$ cat config.mk
export PLATFORM = sky130hd
export DESIGN_NAME = segalloc_div
export DESIGN_NICKNAME = d
export VERILOG_FILES = /design/src/segalloc_div.sv
export SDC_FILE = /design/constraint.sdc
export NUM_CORES = 1
export LEC_CHECK = 0
export ABC_AREA = 1
export BUFFER_PORTS_ARGS = -buffer_cell sky130_fd_sc_hd__buf_2
export CORE_MARGIN = 2
export CORE_UTILIZATION = 50
export DETAILED_ROUTE_END_ITERATION = 7
export PLACE_DENSITY_LB_ADDON = 0.08
export SLEW_MARGIN = 10
export SYNTH_ARGS = -nofsm -noshare
export SYNTH_HDL_FRONTEND = slang
export SYNTH_SLANG_ARGS = --single-unit
$ cat constraint.sdc
create_clock -name clk_i -period 3.3 [get_ports clk_i]
set_clock_uncertainty 0.05 [all_clocks]
set_input_delay 0.66 -clock clk_i [delete_from_list [all_inputs] [get_ports clk_i]]
set_output_delay 0.66 -clock clk_i [all_outputs]
set_load 0.01 [all_outputs]
$ cat src/segalloc_div.sv
// Restoring divider, one quotient bit per cycle.
module segalloc_div #(
  parameter int NumW = 28,
  parameter int DenW = 20
) (
  input  logic            clk_i,
  input  logic            rst_ni,
  input  logic            start_i,
  input  logic [NumW-1:0] num_i,
  input  logic [DenW-1:0] den_i,
  output logic            done_o,
  output logic [NumW-1:0] quo_o
);

  localparam int CntW = $clog2(NumW + 1);

  logic            busy_q, done_q;
  logic [CntW-1:0] cnt_q;
  logic [NumW-1:0] num_q, quo_q;
  logic [DenW-1:0] den_q, rem_q;
  logic [DenW:0]   trial;
  logic            take;

  // Bring down the next numerator bit and try the subtraction.
  assign trial = {rem_q, num_q[NumW-1]};
  assign take  = trial >= {1'b0, den_q};

  always_ff @(posedge clk_i or negedge rst_ni) begin
    if (!rst_ni) begin
      busy_q <= 1'b0;
      done_q <= 1'b0;
      cnt_q  <= '0;
      num_q  <= '0;
      quo_q  <= '0;
      den_q  <= '0;
      rem_q  <= '0;
    end else if (start_i) begin
      busy_q <= 1'b1;
      done_q <= 1'b0;
      cnt_q  <= CntW'(NumW);
      num_q  <= num_i;
      den_q  <= den_i;
      rem_q  <= '0;
      quo_q  <= '0;
    end else if (busy_q) begin
      num_q  <= {num_q[NumW-2:0], 1'b0};
      quo_q  <= {quo_q[NumW-2:0], take};
      rem_q  <= take ? DenW'(trial - {1'b0, den_q}) : DenW'(trial);
      cnt_q  <= cnt_q - 1'b1;
      if (cnt_q == CntW'(1)) begin
        busy_q <= 1'b0;
        done_q <= 1'b1;
      end
    end
  end

  assign done_o = done_q;
  assign quo_o  = quo_q;

endmodule

==> impl_metrics.ini <==
[hold_path]
hold_class = in -> async

[critical_path]
cp.required_ps = 3550
worst_setup_path_start_kind = flip-flop
crit_chain = ha_1 > a21oi_1 > o21a_1 > nand2_1 > nor2_4 > nand2_4 > nand2_1 > nand2_1 > nand2_1 > nand2_1
crit_type = reg -> reg
critPathBufInv = 0
crit_path_end_kind = flip-flop
worstPathArrival_ps = 2700
cp_max_fo = 23
cp_slowest_cell = dfrtp_1
critical-path-top-delay-family = simple AND/OR/NAND/NOR gates
cp_common_cell = nand2_1
cpPeakStageDelay_ps = 430

[clock_network]
ctsRootBufferMaster = clkbuf_8
clock_path_buffers = 2
cts_tree = done
clk_pin_slew_ps = 120
post_cts_resized = 0
cts.sinks = 103
cts_setup_buffers = 0
ctsHoldBuffers = 0
numCtsBuffers = 9
cts_max_level = 3
clock_latency_ps = 390

[synthesis]
yosysTopAreaCell = dfrtp_1
synth-edff-count = 0
synthFlopType = dfrtp_1
ys_seq_area_share_pct = 46.5
ys_ff_latch = 103
synthCells = 706
netlist_area_sq_mm = 0.00555
syn-num-nets = 780
synth.most_common_cell = nand2_1
yosysTopAreaCellShare_pct = 46.5
postSynthAreaPerCell_sq_um = 7.86
ys_types = 34
ys_warn_count = 0
async_reset_ff_share_pct = 100
synth_common_cells = 172 x nand2_1, 114 x inv_1, 103 x dfrtp_1, 53 x o22ai_1, 51 x nor2_1
yosys-top-cells-area = dfrtp_1 46%, nand2_1 12%, inv_1 7.7%

[power_and_ir_drop]
leakage_uw = 0.00332
vdd_drop_max_v = 0.000411
p_per_area_mw_per_mm2 = 708
total_power_uw = 4470

[floorplanning]
num_rows = 38
floorplan.initialDensity_pct = 51.2
dieArea_sq_mm = 0.0120
die_h_um = 109
pin_count = 80
core_sq_mm = 0.0108
die_x_um = 109

[detailed_routing]
drc_errors = 0
firstDrtPassIters = 5
viasPerCell = 5.17
drt_iter0_drc = 228
avgRoutedWirePerCell_um = 14.0
vias = 4773
totalWireLength_mm = 13.0
ant_nets = 0

[timing]
finalMaxSlewViolations = 0
period_share_pct = 74.3
tightest_slew_ps = 888
rsz0062_at_grt = false
setup_viol = 0
hold_violations = 0
tns_ps = 0
relSlewSlack_pct = 40.7
period_minus_slack_ps = 2450
fmax_mhz = 408

[global_routing]
track_usage_pct = 23.8
grt_pass1_wl_mm = 22.2
antenna_found_initial = 0
grt_max_degree = 54
grt.overflow.total = 0
grt_pass1_vias = 4833

[run_status]
status = complete, no violations

[final_layout]
fin_nets = 852
fill_cells = 1011
drive_gt1_share_pct = 16.2
area_growth_pct = 13.9
num_antenna_cells = 0

[flow_run]
drv_cap = 0

[placed_design]
hpwl_mm = 9.26
port_buffers = 79
gp_congestion = 0.934
## report_power, final
| part | switching (uW) | total (uW) | internal [uW] |
|---|---|---|---|
| Sequential | 103 | 1540 | 1430 |
| Clock | 493 | 939 | 447 |
| Combinational | 1270 | 2000 | 731 |
## area by class of cell
cell class                 instances  area, sq um  area share, %
clock inverter                     7          115           1.82
multi-input combinational        459         2400           38.1
timing repair buffer              89          485           7.68
tap                              140          175           2.77
inverter                         116          435           6.89
clock buffer                       9          124           1.96
sequential                       103         2580           40.8
## per-stage QoR
stage | cell area, sq um | cells | worst slack [ps] | hold WS (ps) | utilization, %
floorplan | 5550 | 706 | 1420 | 314 | -
detailed placement | 6080 | 907 | 882 | 432 | 56.1
global route | 6320 | 923 | 655 | 262 | 58.3
global placement | 6080 | 907 | 936 | 430 | 56.1
CTS | 6320 | 923 | 885 | 241 | 58.3
finish | 6320 | 923 | 848 | 230 | 58.3
## per-layer routing
metal | global-route usage [%] | routed length [um] | up-vias
li1 | - | - | 2424
met2 | 40.1 | 6340 | 97
met3 | 5.45 | 600 | 15
met1 | 30.4 | 5830 | 2237
met5 | 0 | 0 | -
met4 | 7.69 | 194 | 0
## layout by cell type, fill, tap and decap left out, drive strengths merged, types with 8 or more instances in the layout
cell	netlist	layout
o21ai	39	39
ha	22	22
dfrtp	103	103
nor3	8	8
xnor2	8	8
o22ai	53	53
buf	12	89
nand2	178	178
inv	116	118
clkbuf	16	9
nand3	50	50
nor2	55	55
a21oi	29	29
## sequential cells by signal (all words and copies together) (netlist names)
| register | cells |
|---|---|
| busy_q | 1 |
| cnt_q | 5 |
| den_q | 20 |
| done_o | 1 |
| num_q | 28 |
| quo_o | 28 |
| rem_q | 20 |
## kinds of logic after synthesis
logic type,share of synthesized area [%]
AND/OR/NAND/NOR,23.7
buffers and inverters,10.3
AO/OA/AOI/OAI,12.8
flip-flops,46.5
adder cells (fa/ha/maj),5.32
XOR/XNOR,1.42
## worst paths after layout
path	cells after the start	slack (ps)	startpoint	end
worst max-delay path	10	850	rem_q[17]$_DFFE_PN0P_	rem_q[19]$_DFFE_PN0P_
worst min-delay path	1	230	rst_ni	den_q[2]$_DFFE_PN0P_
worst max register to register	10	850	rem_q[17]$_DFFE_PN0P_	rem_q[19]$_DFFE_PN0P_
worst min register to register	1	450	cnt_q[4]$_DFFE_PN0P_	cnt_q[4]$_DFFE_PN0P_
max in group asynchronous	2	2230	rst_ni	quo_o[24]$_DFFE_PN0P_
min in group clk_i	3	410	den_i[0]	den_q[0]$_DFFE_PN0P_
Note: power is estimated with default switching activity, not from simulation.
