$ cat src/segalloc_pkg.sv
// Shared types, codes and constants for the segment allocator.
package segalloc_pkg;

  localparam int MAX_SEGMENTS_DEF = 64;
  localparam int SIZE_W = 20;
  localparam int TIME_W = 32;
  localparam int ID_W = 16;
  localparam int CNT_OUT_W = 7;
  localparam int PCT_W = 7;
  localparam int DIV_NUM_W = 28;
  localparam int S_TDATA_W = 72;
  localparam int M_TDATA_W = 40;
  localparam logic [SIZE_W-1:0] MEM_RESET = 20'd1024;
  localparam logic [PCT_W-1:0] PCT_MAX = 7'd100;

  typedef enum logic [1:0] {
    KIND_ALLOC  = 2'd0,
    KIND_FINISH = 2'd1,
    KIND_EVICT  = 2'd2,
    KIND_NONE   = 2'd3
  } kind_e;

  typedef enum logic [1:0] {
    ST_OK       = 2'd0,
    ST_NO_FIT   = 2'd1,
    ST_NO_EVICT = 2'd2,
    ST_FULL     = 2'd3
  } status_e;

  typedef enum logic [2:0] {
    OP_NOP, OP_INIT, OP_LOAD, OP_SHIFT, OP_WRITE, OP_OPEN, OP_DROP, OP_FINISH
  } cell_op_e;

  typedef enum logic [2:0] {
    S_IDLE, S_SCAN, S_ACT1, S_ACT2, S_ACT3, S_DIV, S_WAIT
  } state_e;

  typedef struct packed {
    logic              valid;
    logic              hole;
    logic              fin;
    logic [SIZE_W-1:0] size;
    logic [TIME_W-1:0] stamp;
    logic [ID_W-1:0]   owner;
  } seg_t;

  typedef struct packed {
    cell_op_e        op;
    seg_t            wdata;
    logic [ID_W-1:0] id;
  } cell_cmd_t;

endpackage

$ cat src/segalloc_cell.sv
// One segment slot of the table, with its neighbor shift paths and scan stage.
module segalloc_cell #(
  parameter int IdxW    = 6,
  parameter int CellIdx = 0
) (
  input  logic                   clk_i,
  input  logic                   rst_ni,
  input  segalloc_pkg::cell_cmd_t cmd_i,
  input  logic [IdxW-1:0]        idx_i,
  input  segalloc_pkg::seg_t     left_i,
  input  segalloc_pkg::seg_t     right_i,
  input  segalloc_pkg::seg_t     scan_i,
  output segalloc_pkg::seg_t     seg_o,
  output segalloc_pkg::seg_t     scan_o
);

  localparam logic [IdxW-1:0] MyIdx = IdxW'(CellIdx);
  localparam segalloc_pkg::seg_t RstVal = (CellIdx == 0) ?
    segalloc_pkg::seg_t'{valid: 1'b1, hole: 1'b1, fin: 1'b0,
                         size: segalloc_pkg::MEM_RESET, stamp: '0, owner: '0} :
    segalloc_pkg::seg_t'('0);

  segalloc_pkg::seg_t main_q, main_d;
  segalloc_pkg::seg_t scan_q, scan_d;

  // Next value of the held segment for each broadcast command.
  always_comb begin
    main_d = main_q;
    case (cmd_i.op)
      segalloc_pkg::OP_INIT: begin
        main_d = (CellIdx == 0) ? cmd_i.wdata : segalloc_pkg::seg_t'('0);
      end
      segalloc_pkg::OP_WRITE: begin
        if (MyIdx == idx_i) main_d = cmd_i.wdata;
      end
      segalloc_pkg::OP_OPEN: begin
        if (MyIdx == idx_i) main_d = cmd_i.wdata;
        else if (MyIdx > idx_i) main_d = left_i;
      end
      segalloc_pkg::OP_DROP: begin
        if (MyIdx >= idx_i) main_d = right_i;
      end
      segalloc_pkg::OP_FINISH: begin
        if (main_q.valid && !main_q.hole && main_q.owner == cmd_i.id) main_d.fin = 1'b1;
      end
      default: ;
    endcase
  end

  // The scan stage copies the table, then streams it toward cell zero.
  always_comb begin
    scan_d = scan_q;
    case (cmd_i.op)
      segalloc_pkg::OP_LOAD:  scan_d = main_q;
      segalloc_pkg::OP_SHIFT: scan_d = scan_i;
      default: ;
    endcase
  end

  always_ff @(posedge clk_i or negedge rst_ni) begin
    if (!rst_ni) begin
      main_q <= RstVal;
    end else begin
      main_q <= main_d;
    end
  end

  always_ff @(posedge clk_i) begin
    scan_q <= scan_d;
  end

  assign seg_o  = main_q;
  assign scan_o = scan_q;

endmodule

$ cat config.mk
export PLATFORM = sky130hd
export DESIGN_NAME = segalloc_cell
export DESIGN_NICKNAME = d
export VERILOG_FILES = /design/src/segalloc_pkg.sv /design/src/segalloc_cell.sv
export SDC_FILE = /design/constraint.sdc
export NUM_CORES = 1
export LEC_CHECK = 0
export BUFFER_PORTS_ARGS = -buffer_cell sky130_fd_sc_hd__buf_2
export CORE_AREA = 2 2 175 177
export CTS_CLUSTER_SIZE = 12
export DETAILED_ROUTE_END_ITERATION = 8
export DIE_AREA = 0 0 177 179
export HOLD_SLACK_MARGIN = 0.05
export PLACE_DENSITY = 0.57
export SYNTH_ARGS = -nofsm -noshare
export SYNTH_HDL_FRONTEND = slang
export SYNTH_SLANG_ARGS = --single-unit
$ cat constraint.sdc
create_clock -name clk_i -period 1.6 [get_ports clk_i]
set_input_delay 0.24 -clock clk_i [delete_from_list [all_inputs] [get_ports clk_i]]
set_output_delay 0.24 -clock clk_i [all_outputs]
set_load 0.02 [all_outputs]
==> impl_results.md <==
- Family with the most delay on the worst path: flip-flops
- Max IR drop VDD: roughly 540 uV
- Max cap viols: 0
- Vias per Instance: between 4 and 5
- Syn avg cell area: 11.8 um2
- Syn nets: roughly 900
- Most frequent cells in the layout: buf_2, nor2_1, nor3_1
- Worst-path fanout max: 5
- Critical Path End Type: output port
- Peak Freq: around 650 MHz
- Worst slew pin tran: roughly 0.60 ns
- Core Area: 0.0300 mm2
- Post-Syn Area: between 0.007 and 0.008 mm2
- Pre-antenna DRT Iters: 5
- Crit Path Category: reg -> out
- Vias in the first global route: 6493
- Share of cells above drive strength 1: 0.533
- Die X: approximately 180 um
- Synth Register Bits: ~140
- Min cycle time layout: approximately 1.5 ns
- Data arrival, critical path: around 1.3 ns
- Clock tree buffer depth: 2
- Number of I/O port buffers: ~380
- Max-slew violation count: 0
- Final core occ: 0.340
- Tcrit/Tclk final: 0.961
- HPWL after detailed placement: 19.5 mm
- Clk root buf: clkbuf_16
- Row count: 64
- WP data required: about 1.4 ns
- Initial antenna violation count: 1
- HP Class: in -> reg
- Leakage power: 4.28 nW
- Area growth syn-to-layout: 45.5%
- Wirelength per Cell: 19.3 um
- Via Count: roughly 6500
- RSZ-0062 raised after global routing: false
- Commonest non-fill, non-tap cell in the layout: buf_2
- Cells after synthesis: 592
- Critical-path cell with the highest stage delay: dfstp_2
- Endpoints failing hold: 0
- CP Cell Sequence: buf_2
- DRT antenna net count: 0
- Flop2flop setup slack: around 0.24 ns
- Synth cell types: 28
- Global-route wire length before repair: about 38 mm
- Final nets: 1286
- Register clock-pin slew on the reported worst setup and hold paths: about 0.060 ns
- Yosys warns: 0
- Routed WL: approximately 27 mm
- Post-synthesis sequential area ratio: 0.558
- Final setup fails: 0
- Initial core utilization: 0.234
- Grt ovf: 0
- Drc violations: 0
- Status: finished, final reports clean
- Initial DRC count: ~400
- Worst rel slew slack: 0.596
- Number of fill cells: between 3000 and 4000
- Gpl congestion: around 0.8
- Final Non-Filler Cells: 1385
- Worst path bufs/invs: 1
- CTS buffer count: 17
- Power Density: roughly 1200 mW/mm2
- Largest net degree at the start of global routing: between 40 and 50
- Die area: approximately 0.032 mm2
- Dpl cells: about 1400
- Htree depth: 4
- Die height: around 180 um
- GRT Resource Usage Total: 0.161
- Critical Path Max Stage Delay: 0.67 ns
- CTS tree: built
- IO Count: about 450
- Clock Latency Late Sink: approximately 0.42 ns
- CTS sink cnt: about 140
- Startpoint class of the critical path: flip-flop
- Worst Skew: between 0.007 and 0.008 ns
-- synth_stat cells (all sizes together) --
| cell type | n | area share |
|---|---|---|
| mux2i | 1 | 0.0014 |
| nor4 | 2 | 0.0027 |
| clkbuf | 17 | 0.0091 |
| o221a | 70 | 0.11 |
| nor2 | 73 | 0.039 |
| or2 | 1 | 0.00089 |
| a31o | 1 | 0.0012 |
| a311oi | 1 | 0.0012 |
| nand2 | 4 | 0.0025 |
| o21ai | 72 | 0.052 |
| buf | 36 | 0.023 |
| edfxtp | 71 | 0.30 |
| dfrtp | 68 | 0.24 |
| a21boi | 1 | 0.0011 |
| inv | 3 | 0.0016 |
| nand3 | 1 | 0.0014 |
| and2 | 1 | 0.00089 |
| xnor2 | 16 | 0.020 |
| nand4 | 4 | 0.0036 |
| a21oi | 3 | 0.0021 |
| mux2 | 71 | 0.11 |
| dfstp | 3 | 0.011 |
| nor3 | 72 | 0.051 |
-- logic make-up (layout without fill, tap and decap cells) --
family | after synthesis | after routing | share of synthesized area
XOR/XNOR | 16 | 16 | 0.0200
other | 0 | 1 | 0
AO/OA/AOI/OAI | 148 | 148 | 0.170
multiplexers | 72 | 72 | 0.115
AND/OR/NAND/NOR | 158 | 158 | 0.102
flip-flops | 142 | 142 | 0.558
buffers and inverters | 56 | 452 | 0.0341
-- per-layer routing --
| metal | GRT usage | up-vias | wire, um | share of wire |
|---|---|---|---|---|
| li1 | - | 3036 | - | - |
| met1 | 0.197 | 3155 | 11100 | 0.42 |
| met2 | 0.272 | 310 | 13000 | 0.49 |
| met3 | 0.0481 | 19 | 2130 | 0.080 |
| met4 | 0.0510 | 2 | 469 | 0.018 |
| met5 | 0 | - | 7 | 0.00026 |
-- registers in the layout, summed over array words and instances, names as in the netlist --
| name | cells |
|---|---|
| seg_o | 71 |
| scan_o | 71 |
-- repair_timing --
item / 4_1_cts / 5_1_grt
hold buffers: 1 / 0
setup endpoints to repair: 0 / 0
hold endpoints to repair: 71 / 0
buffers inserted: 0 / 0
gates resized for setup: 0 / 0
-- path summary, 6_finish.rpt --
check | startpoint | endpoint | cells after the start
worst max-delay path | seg_o[70] | seg_o[70] | 1
worst min-delay path | cmd_i[50] | seg_o[34] | 2
worst max register to register | seg_o[70] | seg_o[68] | 4
worst min register to register | seg_o[68] | seg_o[68] | 2
max in group asynchronous | rst_ni | seg_o[26] | 3
min in group asynchronous | rst_ni | seg_o[54] | 2
-- layout make-up --
cell class / instances / area [um2] / share of cell area
Inverter: 3 / 11.3 / 0.00110
Multi-Input combinational cell: 394 / 2890 / 0.283
Sequential cell: 142 / 3910 / 0.384
Timing Repair Buffer: 417 / 2340 / 0.230
Clock buffer: 20 / 447 / 0.0438
Antenna cell: 1 / 2.50 / 0.000245
Tap cell: 396 / 495 / 0.0486
Clock inverter: 12 / 97.6 / 0.00957
-- through the flow --
stage	total power, W	hold WS [ns]	setup TNS, ns	area (um2)	setup WS, ns
2_1_floorplan	0.00678	-0.0556	-16.52	7030	-0.233
3_3_place_gp	0.00819	0.103	-18.24	9640	-0.282
3_5_place_dp	0.00824	0.102	-20.11	9640	-0.302
4_1_cts	0.0121	0.0574	0	10200	0.0236
5_1_grt	0.0125	0.0655	0	10200	0.0219
6_report	0.0119	0.0814	0	10200	0.0622
-- power breakdown --
group / internal, W / switching, W
Sequential: 0.00450 / 0.000546
Clock: 0.00217 / 0.00162
Combinational: 0.00146 / 0.00165
Total: 0.00812 / 0.00382
Power figures use the tool's default switching activity.
